`config.mk`:
```
export PLATFORM = sky130hd
export DESIGN_NAME = led_blink_breath_pattern_top
export DESIGN_NICKNAME = d
export VERILOG_FILES = /design/src/lbbp_pkg.sv /design/src/lbbp_ctrl.sv /design/src/lbbp_dp.sv /design/src/led_blink_breath_pattern_top.sv
export SDC_FILE = /design/constraint.sdc
export NUM_CORES = 1
export LEC_CHECK = 0
export BUFFER_PORTS_ARGS = -buffer_cell sky130_fd_sc_hd__buf_2
export CAP_MARGIN = 15
export CORE_MARGIN = 2
export CORE_UTILIZATION = 65
export DETAILED_ROUTE_END_ITERATION = 7
export GPL_ROUTABILITY_DRIVEN = 0
export PLACE_DENSITY = 0.83
export SYNTH_ARGS = -nofsm -noshare
export SYNTH_HDL_FRONTEND = slang
export SYNTH_SLANG_ARGS = --single-unit
```
`constraint.sdc`:
```
create_clock -name clk_i -period 26.6 [get_ports clk_i]
set_input_delay 7.98 -clock clk_i [delete_from_list [all_inputs] [get_ports clk_i]]
set_output_delay 7.98 -clock clk_i [all_outputs]
set_load 0.01 [all_outputs]
```
`src/lbbp_pkg.sv`:
```
package lbbp_pkg;

  // Channel count and PWM period
  localparam int CHANNELS_DEF     = 3;
  localparam int PWM_PERIOD_COUNT = 10000;

  // Request codes
  localparam logic [1:0] REQ_TICK  = 2'd0;
  localparam logic [1:0] REQ_START = 2'd1;
  localparam logic [1:0] REQ_STOP  = 2'd2;

  // Mode codes
  localparam logic [1:0] MODE_OFF    = 2'd0;
  localparam logic [1:0] MODE_KEEP   = 2'd1;
  localparam logic [1:0] MODE_BLINK  = 2'd2;
  localparam logic [1:0] MODE_BREATH = 2'd3;

  // Configuration register indexes
  localparam int CFG_IDX_W = 3;
  localparam int CFG_DAT_W = 10;
  localparam logic [CFG_IDX_W-1:0] REG_MODE      = 3'd0;
  localparam logic [CFG_IDX_W-1:0] REG_ON_TICKS  = 3'd1;
  localparam logic [CFG_IDX_W-1:0] REG_OFF_TICKS = 3'd2;
  localparam logic [CFG_IDX_W-1:0] REG_PULSES    = 3'd3;
  localparam logic [CFG_IDX_W-1:0] REG_GAP       = 3'd4;
  localparam logic [CFG_IDX_W-1:0] REG_OFF_LEVEL = 3'd5;

  // Register reset values
  localparam logic [1:0] RST_MODE      = MODE_OFF;
  localparam logic [9:0] RST_ON_TICKS  = 10'd10;
  localparam logic [9:0] RST_OFF_TICKS = 10'd10;
  localparam logic [7:0] RST_PULSES    = 8'd2;
  localparam logic [7:0] RST_GAP       = 8'd20;
  localparam logic       RST_OFF_LEVEL = 1'b1;

  // Widths of the per-channel counters and the divider
  localparam int PHASE_W = 13;
  localparam int EDGE_W  = 9;
  localparam int BRTH_W  = 8;
  localparam int CNT_OUT_W = 14;
  localparam int DVD_W   = CNT_OUT_W + PHASE_W;
  localparam int DVS_W   = 10;

  typedef struct packed {
    logic [1:0] req_type;
    logic [1:0] channel;
  } lbbp_in_t;

  typedef struct packed {
    logic [1:0]           out_channel;
    logic                 pin_level;
    logic                 pwm_drive;
    logic                 duty_valid;
    logic [CNT_OUT_W-1:0] hi_cnt;
    logic [CNT_OUT_W-1:0] lo_cnt;
  } lbbp_out_t;

  typedef struct packed {
    logic capture;
    logic evaluate;
    logic div_step;
    logic emit;
  } lbbp_cmd_t;

  typedef struct packed {
    logic need_div;
    logic div_last;
    logic out_free;
  } lbbp_sts_t;

endpackage

```
`src/lbbp_ctrl.sv`:
```
module lbbp_ctrl
  import lbbp_pkg::*;
(
  input  logic      clk_i,
  input  logic      rst_ni,
  input  logic      in_valid_i,
  output logic      in_stall_o,
  input  lbbp_sts_t sts_i,
  output lbbp_cmd_t cmd_o
);

  typedef enum logic [3:0] {
    S_IDLE = 4'b0001,
    S_EVAL = 4'b0010,
    S_DIV  = 4'b0100,
    S_FIN  = 4'b1000
  } ctrl_state_e;

  ctrl_state_e state_q, state_d;

  always_comb begin
    state_d = state_q;
    cmd_o   = '0;
    case (state_q)
      S_IDLE: begin
        if (in_valid_i) begin
          cmd_o.capture = 1'b1;
          state_d       = S_EVAL;
        end
      end
      S_EVAL: begin
        cmd_o.evaluate = 1'b1;
        state_d        = sts_i.need_div ? S_DIV : S_FIN;
      end
      S_DIV: begin
        cmd_o.div_step = 1'b1;
        if (sts_i.div_last) state_d = S_FIN;
      end
      S_FIN: begin
        // hold until the output register can take the word
        if (sts_i.out_free) begin
          cmd_o.emit = 1'b1;
          state_d    = S_IDLE;
        end
      end
      default: state_d = S_IDLE;
    endcase
  end

  assign in_stall_o = (state_q != S_IDLE);

  always_ff @(posedge clk_i or negedge rst_ni) begin
    if (!rst_ni) begin
      state_q <= S_IDLE;
    end else begin
      state_q <= state_d;
    end
  end

endmodule

```
`src/lbbp_dp.sv`:
```
module lbbp_dp
  import lbbp_pkg::*;
#(
  parameter int CHANNELS = CHANNELS_DEF
) (
  input  logic                 clk_i,
  input  logic                 rst_ni,
  input  lbbp_in_t             in_word_i,
  input  logic                 cfg_we_i,
  input  logic [CFG_IDX_W-1:0] cfg_index_i,
  input  logic [CFG_DAT_W-1:0] cfg_data_i,
  output logic                 out_valid_o,
  input  logic                 out_stall_i,
  output lbbp_out_t            out_word_o,
  input  lbbp_cmd_t            cmd_i,
  output lbbp_sts_t            sts_o
);

  localparam int IDX_W = (CHANNELS > 1) ? $clog2(CHANNELS) : 1;
  localparam int CNT_W = $clog2(DVD_W);
  localparam logic [CNT_OUT_W-1:0] PER = CNT_OUT_W'(PWM_PERIOD_COUNT);
  localparam logic [PHASE_W-1:0] PHASE_MAX = '1;
  localparam logic [BRTH_W-1:0]  BRTH_MAX  = '1;

  typedef enum logic [1:0] {
    BK_NONE,
    BK_RISE,
    BK_FALL,
    BK_DARK
  } duty_kind_e;

  // Configuration registers
  logic [1:0] mode_q;
  logic [9:0] on_q, off_q;
  logic [7:0] ppg_q, gap_q;
  logic       off_lvl_q;

  // Per-channel state
  logic [PHASE_W-1:0] phase_q  [CHANNELS];
  logic [EDGE_W-1:0]  edges_q  [CHANNELS];
  logic [BRTH_W-1:0]  brth_q   [CHANNELS];
  logic               lit_q    [CHANNELS];
  logic               run_q    [CHANNELS];

  // Captured item
  logic [1:0]       req_q, chan_q;
  logic             in_rng_q;
  logic [IDX_W-1:0] idx_q;

  // Pending result
  logic       pin_q, pwm_q;
  duty_kind_e kind_q, kind_d;

  // Divider
  logic [DVD_W-1:0] quo_q;
  logic [DVS_W-1:0] dvs_q, dvs_d;
  logic [DVS_W-1:0] rem_q;
  logic [CNT_W-1:0] cnt_q;
  logic [DVS_W:0]   trial;
  logic             fits;

  // Output register
  logic      out_valid_q;
  lbbp_out_t out_word_q, out_word_d;

  // Evaluation signals
  logic [PHASE_W-1:0] ph_cur, ph_d, ph_inc, n_brth;
  logic [EDGE_W-1:0]  ed_cur, ed_d, ed_group;
  logic [BRTH_W-1:0]  br_cur, br_d;
  logic               lit_cur, lit_d, run_cur, run_d;
  logic [PHASE_W:0]   ph_wide;
  logic [11:0]        gap_ticks, blink_len, cyc;
  logic [10:0]        two_on;
  logic [PHASE_W-1:0] cyc_gap;
  logic [PHASE_W-1:0] mult_op, mult_op_d;
  logic               pwm_d, pin_d;
  logic [CNT_OUT_W-1:0] quo_half;

  assign ph_cur  = phase_q[idx_q];
  assign ed_cur  = edges_q[idx_q];
  assign br_cur  = brth_q[idx_q];
  assign lit_cur = lit_q[idx_q];
  assign run_cur = run_q[idx_q];

  assign ph_wide   = {1'b0, ph_cur} + (PHASE_W+1)'(1);
  assign ph_inc    = ph_wide[PHASE_W] ? PHASE_MAX : ph_wide[PHASE_W-1:0];
  assign gap_ticks = 12'(gap_q) * 12'd10;
  assign ed_group  = {ppg_q, 1'b0};
  assign two_on    = {on_q, 1'b0};
  assign cyc       = 12'({on_q, 1'b0}) + 12'({off_q, 1'b0});
  assign cyc_gap   = PHASE_W'(cyc) + PHASE_W'(gap_ticks);
  assign blink_len = lit_cur ? 12'(on_q) : ((ed_cur == '0) ? gap_ticks : 12'(off_q));

  always_comb begin
    ph_d      = ph_cur;
    ed_d      = ed_cur;
    br_d      = br_cur;
    lit_d     = lit_cur;
    run_d     = run_cur;
    kind_d    = BK_NONE;
    mult_op_d = '0;
    dvs_d     = on_q;
    n_brth    = ph_inc;
    case (req_q)
      REQ_START: begin
        ph_d  = '0;
        ed_d  = ed_group;
        br_d  = '0;
        lit_d = (mode_q == MODE_KEEP) || (mode_q == MODE_BLINK);
        run_d = 1'b1;
      end
      REQ_STOP: begin
        ph_d  = '0;
        ed_d  = '0;
        br_d  = '0;
        lit_d = 1'b0;
        run_d = 1'b0;
      end
      REQ_TICK: begin
        if (run_cur && mode_q == MODE_BLINK) begin
          if (PHASE_W'(ph_inc) < PHASE_W'(blink_len)) begin
            ph_d = ph_inc;
          end else begin
            ph_d = '0;
            if (ed_cur == '0) begin
              lit_d = 1'b1;
              ed_d  = ed_group;
            end else if (ed_cur != EDGE_W'(1)) begin
              ed_d  = ed_cur - EDGE_W'(1);
              lit_d = ~lit_cur;
            end else if (gap_q != '0) begin
              lit_d = 1'b0;
              ed_d  = '0;
            end else begin
              lit_d = 1'b1;
              ed_d  = ed_group;
            end
          end
        end else if (run_cur && mode_q == MODE_BREATH && on_q != '0) begin
          if (ph_inc <= PHASE_W'(two_on)) begin
            kind_d    = BK_RISE;
            mult_op_d = ph_inc;
            dvs_d     = on_q;
          end else if (ph_inc <= PHASE_W'(cyc)) begin
            kind_d    = BK_FALL;
            mult_op_d = ph_inc - PHASE_W'(two_on);
            dvs_d     = off_q;
          end else if (br_cur < ppg_q) begin
            n_brth = '0;
          end else if (ph_inc <= cyc_gap) begin
            kind_d = BK_DARK;
          end else begin
            n_brth = '0;
            br_d   = '0;
          end
          // a breath ends exactly at the cycle length
          if (n_brth == PHASE_W'(cyc) && br_cur != BRTH_MAX) br_d = br_cur + BRTH_W'(1);
          ph_d = n_brth;
        end
      end
      default: ;
    endcase
  end

  assign mult_op = mult_op_d;
  assign pwm_d   = run_d && (mode_q == MODE_BREATH);
  assign pin_d   = (!pwm_d && lit_d) ? ~off_lvl_q : off_lvl_q;

  // Restoring divider, one quotient bit a cycle
  assign trial = {rem_q, quo_q[DVD_W-1]};
  assign fits  = trial >= {1'b0, dvs_q};

  assign quo_half = quo_q[CNT_OUT_W:1];

  always_comb begin
    out_word_d             = '0;
    out_word_d.out_channel = chan_q;
    out_word_d.pin_level   = in_rng_q ? pin_q : off_lvl_q;
    out_word_d.pwm_drive   = in_rng_q ? pwm_q : 1'b0;
    if (in_rng_q) begin
      case (kind_q)
        BK_RISE: begin
          out_word_d.duty_valid = 1'b1;
          out_word_d.hi_cnt     = quo_half;
          out_word_d.lo_cnt     = PER - quo_half;
        end
        BK_FALL: begin
          out_word_d.duty_valid = 1'b1;
          out_word_d.hi_cnt     = PER - quo_half;
          out_word_d.lo_cnt     = quo_half;
        end
        BK_DARK: begin
          out_word_d.duty_valid = 1'b1;
          out_word_d.hi_cnt     = '0;
          out_word_d.lo_cnt     = PER;
        end
        default: ;
      endcase
    end
  end

  assign sts_o.need_div = in_rng_q && (kind_d == BK_RISE || kind_d == BK_FALL);
  assign sts_o.div_last = (cnt_q == CNT_W'(DVD_W - 1));
  assign sts_o.out_free = !out_valid_q || !out_stall_i;

  assign out_valid_o = out_valid_q;
  assign out_word_o  = out_word_q;

  always_ff @(posedge clk_i or negedge rst_ni) begin
    if (!rst_ni) begin
      mode_q    <= RST_MODE;
      on_q      <= RST_ON_TICKS;
      off_q     <= RST_OFF_TICKS;
      ppg_q     <= RST_PULSES;
      gap_q     <= RST_GAP;
      off_lvl_q <= RST_OFF_LEVEL;
    end else if (cfg_we_i) begin
      case (cfg_index_i)
        REG_MODE:      mode_q    <= cfg_data_i[1:0];
        REG_ON_TICKS:  on_q      <= cfg_data_i[9:0];
        REG_OFF_TICKS: off_q     <= cfg_data_i[9:0];
        REG_PULSES:    ppg_q     <= cfg_data_i[7:0];
        REG_GAP:       gap_q     <= cfg_data_i[7:0];
        REG_OFF_LEVEL: off_lvl_q <= cfg_data_i[0];
        default: ;
      endcase
    end
  end

  always_ff @(posedge clk_i or negedge rst_ni) begin
    if (!rst_ni) begin
      for (int i = 0; i < CHANNELS; i++) begin
        phase_q[i] <= '0;
        edges_q[i] <= '0;
        brth_q[i]  <= '0;
        lit_q[i]   <= 1'b0;
        run_q[i]   <= 1'b0;
      end
    end else if (cmd_i.evaluate && in_rng_q) begin
      phase_q[idx_q] <= ph_d;
      edges_q[idx_q] <= ed_d;
      brth_q[idx_q]  <= br_d;
      lit_q[idx_q]   <= lit_d;
      run_q[idx_q]   <= run_d;
    end
  end

  always_ff @(posedge clk_i or negedge rst_ni) begin
    if (!rst_ni) begin
      out_valid_q <= 1'b0;
    end else if (cmd_i.emit) begin
      out_valid_q <= 1'b1;
    end else if (!out_stall_i) begin
      out_valid_q <= 1'b0;
    end
  end

  // Payload registers
  always_ff @(posedge clk_i) begin
    if (cmd_i.capture) begin
      req_q    <= in_word_i.req_type;
      chan_q   <= in_word_i.channel;
      in_rng_q <= int'(in_word_i.channel) < CHANNELS;
      idx_q    <= IDX_W'(in_word_i.channel);
    end
    if (cmd_i.evaluate) begin
      pin_q  <= pin_d;
      pwm_q  <= pwm_d;
      kind_q <= in_rng_q ? kind_d : BK_NONE;
      quo_q  <= DVD_W'(PER) * DVD_W'(mult_op);
      dvs_q  <= dvs_d;
      rem_q  <= '0;
      cnt_q  <= '0;
    end else if (cmd_i.div_step) begin
      quo_q <= {quo_q[DVD_W-2:0], fits};
      rem_q <= fits ? DVS_W'(trial - {1'b0, dvs_q}) : trial[DVS_W-1:0];
      cnt_q <= cnt_q + CNT_W'(1);
    end
    if (cmd_i.emit) out_word_q <= out_word_d;
  end

endmodule

```
`src/led_blink_breath_pattern_top.sv`:
```
// Channel  Direction  Handshake                Word
// input    in         in_valid_i / in_stall_o  in_word_i  (req_type, channel)
// output   out        out_valid_o / out_stall_i out_word_o (channel, pin, pwm, duty pair)
// config   in         cfg_we_i                 cfg_index_i, cfg_data_i
//
// A breath tick that issues a ramp duty pair goes through capture, evaluate,
// 27 steps of the bit-serial restoring divider, then the output load.
// Every other word skips the divider. One word is worked on at a time.
// Reset clears all channel state and loads the register defaults.
// A stalled output holds the finished word; a new word is taken once the last is loaded.
module led_blink_breath_pattern_top
  import lbbp_pkg::*;
#(
  parameter int CHANNELS = CHANNELS_DEF
) (
  input  logic                 clk_i,
  input  logic                 rst_ni,
  input  logic                 in_valid_i,
  output logic                 in_stall_o,
  input  lbbp_in_t             in_word_i,
  output logic                 out_valid_o,
  input  logic                 out_stall_i,
  output lbbp_out_t            out_word_o,
  input  logic                 cfg_we_i,
  input  logic [CFG_IDX_W-1:0] cfg_index_i,
  input  logic [CFG_DAT_W-1:0] cfg_data_i
);

  lbbp_cmd_t cmd;
  lbbp_sts_t sts;

  lbbp_ctrl u_ctrl (
    .clk_i      (clk_i),
    .rst_ni     (rst_ni),
    .in_valid_i (in_valid_i),
    .in_stall_o (in_stall_o),
    .sts_i      (sts),
    .cmd_o      (cmd)
  );

  lbbp_dp #(
    .CHANNELS (CHANNELS)
  ) u_dp (
    .clk_i       (clk_i),
    .rst_ni      (rst_ni),
    .in_word_i   (in_word_i),
    .cfg_we_i    (cfg_we_i),
    .cfg_index_i (cfg_index_i),
    .cfg_data_i  (cfg_data_i),
    .out_valid_o (out_valid_o),
    .out_stall_i (out_stall_i),
    .out_word_o  (out_word_o),
    .cmd_i       (cmd),
    .sts_o       (sts)
  );

endmodule

```
==> results.md <==
* Period utilization at 42.3%
* Clk_lat worst skew at 530 ps
* Htree depth at 1
* Crit path required time at ~27,000 ps
* Hold Slack at between 400 and 500 ps
* Area leader, netlist: dfrtp_1
* CP max stage cell: o21ai_1
* Top-level port count at 57
* Asr flop ratio synth at about three fifths
* Fin. Hold Viols at 0
* Grt ovf at 0
* Leakage power at between 8 and 9 nW
* Initial Utilization at 66.1%
* Num CTS Buffers at 25
* Synth Instances at 1,836
* Top FF cell, synth: dfrtp_1
* Clock Path Buffers at 3
* Post-CTS setup buffers at 0
* Pre-CTS WS at 15,700 ps
* Die W at 167 um
* Post-route ant nets at 0
* Main area contributors after synthesis: dfrtp_1 (19%), edfxtp_1 (13%), ha_1 (12%)
* Setup WS post-layout at ~15,000 ps
* Worst-case reg-to-reg path depth at 40
* Avg Cell Area, Syn at 9.35 um2
* Worst EP arrival at 11,530 ps
* First-pass GRT wire length at 70.9 mm
* Synthesized area at 17,200 um2
* First-pass detailed-route iteration total at 6
* Fraction of layout cells with a size suffix above 1 at 11.0%
* Max Slew Vio Count at 0
* DRC at 0
* Clock root buffer: clkbuf_16
* Core ar. at about 26,000 um2
* Setup TNS at 0 ps
* Status: complete, no violations
* Slew margin rel. at 20.5%
* Area occupied by multi-input gates at 10,200 um2
* Storage element area at between 6000 and 7000 um2
* Max cap viols at 0
* Total power per unit cell area at 80.0 nW/um2
* Number of global-route vias before repair at 14,000
* Setup crit end kind: flip-flop
* Worst-case vdd ir drop at 0.0695 mV
* Placed cell count at approximately 2,200
* Die area at 27,700 um2
* Final Critical Period at ~11,000 ps
* Worst Hold Class: flip-flop to flip-flop
* CP max FO at 44
* F_max at 88.9 MHz
* 1st-iter DRT viols at 1,704
* Standard-cell row count at around 60
* Layout area overhead at 8.06%
* Initial antenna violation count at 0
* Pin count of the biggest net entering global routing at 82
* Syn Nets at 2,053
* Core Util, Final at 71.4%
* Crit path launch type: flip-flop
* Routed WL per cell at slightly below 20 um
* RSZ-0062 raised after global routing: no
* Nets at 2,084
* Unique cell type count in the Yosys netlist at 89
* Detailed placer's ending HPWL at 32.1 mm
* Synth top area share at a little under a fifth
* Yosys reg bits at 233
* Vias/cell at about 6.5
* Worst Tran Pin Value at 1180 ps
* Crit Path Category: flip-flop to flip-flop
* Clock transition at path regs at about 60 ps
* Setup Viol. Count Final at 0
* Sequential fraction of the synthesis area at 35.6%
* Post-CTS Hold Fix Bufs at 0
* Most used cell, CP: inv_1
* Post_cts resized at 0
* CTS tree: done
* Vias at 14,400
* Non-filler cells, final at 2,220
* Ant. Diodes at 0
* Post-synth EDFFs at 74
* Final WL at about 43 mm
* Tot GR Track Use at 30.9%
* Yosys Warn Count at 0
* CP peak stage delay at approximately 590 ps
* WHS Path Cells at 2
* Clk_skew at 12.5 ps
* Fill cells at 1,929
* Die Height at 167 um
* Clock sink total at about 230
* PortBufs at 56
## final cells by class
type,count,area share (%)
Clock buffer,38,3.74
Clock inverter,7,0.486
Inverter,149,3.01
Multi-Input combinational cell,1383,55.1
Sequential cell,233,33.0
Tap cell,335,2.26
Timing Repair Buffer,75,2.38
## path summary, 6_finish.rpt
kind | startpoint | endpoint | slack [ps]
max in group asynchronous | rst_ni | u_dp.on_q[7]$_DFFE_PN0P_ | 17840
worst min-delay path | u_dp.edges_q[0]$_DFFE_PN0P_ | u_dp.edges_q[0]$_DFFE_PN0P_ | 480
worst max-delay path | u_dp.chan_q[0]$_DFFE_PP_ | u_dp.quo_q[25]$_DFFE_PP_ | 15350
min in group asynchronous | rst_ni | u_dp.phase_q[31]$_DFFE_PN0P_ | 7500
worst max register to register | u_dp.chan_q[0]$_DFFE_PP_ | u_dp.quo_q[25]$_DFFE_PP_ | 15350
worst min register to register | u_dp.edges_q[0]$_DFFE_PN0P_ | u_dp.edges_q[0]$_DFFE_PN0P_ | 480
## routing by layer
metal  GRT usage [%]  share of wire [%]  up-vias
li1                -                  -     6673
met1            40.8                 41     6865
met2            51.5                 47      681
met3            4.78                7.7      171
met4            12.4                4.4        0
met5               0                  0        -
## report_power, final
part	leakage (nW)	switching, mW	internal, mW
Combinational	5.52	0.408	0.266
Clock	0.377	0.140	0.199
Sequential	2.69	0.0432	0.428
## kinds of logic after synthesis
| family | synth area share [%] |
|---|---|
| adders and majority gates | 15.5 |
| AOI/OAI and AO/OA | 18.9 |
| buffers and inverters | 5.06 |
| xor gates and xnor gates | 3.88 |
| DFF | 35.6 |
| and+or+nand+nor | 14.5 |
| muxes | 6.40 |
## Yosys cell counts (8+ instances only)
| library cell | number |
|---|---|
| nand2_1 | 206 |
| ha_1 | 166 |
| inv_1 | 149 |
| o21ai_0 | 148 |
| dfrtp_1 | 131 |
| nor2_1 | 115 |
| a21oi_1 | 89 |
| edfxtp_1 | 74 |
| clkbuf_1 | 55 |
| mux2_2 | 51 |
| mux2i_1 | 51 |
| xnor2_1 | 45 |
| nor2b_1 | 43 |
| xor2_1 | 31 |
| a21o_1 | 30 |
| nand3_1 | 30 |
| a22oi_1 | 29 |
| fa_1 | 29 |
| a22o_1 | 25 |
| nor3_1 | 25 |
| dfxtp_1 | 19 |
| o2bb2ai_1 | 18 |
| nand4_1 | 15 |
| o21a_1 | 15 |
| and2_1 | 14 |
| nor4_1 | 14 |
| o31ai_1 | 12 |
| and3_1 | 11 |
| o21bai_1 | 11 |
| a221oi_1 | 10 |
| a31oi_1 | 10 |
| a211oi_1 | 9 |
| a2bb2oi_1 | 9 |
| dfstp_2 | 9 |
| a21boi_0 | 8 |
| or3_1 | 8 |
## sequential cells by signal, indices dropped and copies added (netlist names), 2 cells and up
| signal | count |
|---|---|
| u_ctrl.state_q | 4 |
| u_dp.brth_q | 24 |
| u_dp.chan_q | 2 |
| u_dp.cnt_q | 5 |
| u_dp.dvs_q | 10 |
| u_dp.edges_q | 27 |
| u_dp.gap_q | 8 |
| u_dp.kind_q | 2 |
| u_dp.lit_q | 3 |
| u_dp.mode_q | 2 |
| u_dp.off_q | 10 |
| u_dp.on_q | 10 |
| u_dp.out_word_o | 32 |
| u_dp.phase_q | 39 |
| u_dp.ppg_q | 8 |
| u_dp.quo_q | 27 |
| u_dp.rem_q | 10 |
| u_dp.req_q | 2 |
| u_dp.run_q | 3 |
## through the flow
stage	total power, mW	cell area (um2)
5_1_grt	1.58	18600
4_1_cts	1.47	18500
3_3_place_gp	1.10	17700
6_report	1.48	18600
3_5_place_dp	1.13	17700
2_1_floorplan	0.957	17200
## cells in the final DEF (no fill, tap or decap), types with 19 or more instances in the layout
cell type / n
buf_2: 55
o21ai_0: 148
a22o_1: 25
clkbuf_16: 25
dfrtp_1: 131
ha_1: 166
mux2i_1: 51
dfxtp_1: 19
nand2_1: 206
inv_1: 149
fa_1: 29
a21oi_1: 88
a21o_1: 30
edfxtp_1: 74
mux2_2: 51
xnor2_1: 45
nor3_1: 24
nand3_1: 29
xor2_1: 31
a22oi_1: 29
nor2_1: 115
nor2b_1: 43
## worst max-delay path, delay by kind of cell (launching register included)
kind / cells / cell delay, ps
AO/OA/AOI/OAI: 12 / 3490
adder cells (fa/ha/maj): 8 / 3160
AND/OR/NAND/NOR: 9 / 2180
buffers and inverters: 10 / 1700
flip-flops: 1 / 320
XOR/XNOR: 1 / 80
(Power assumes the default switching activity.)
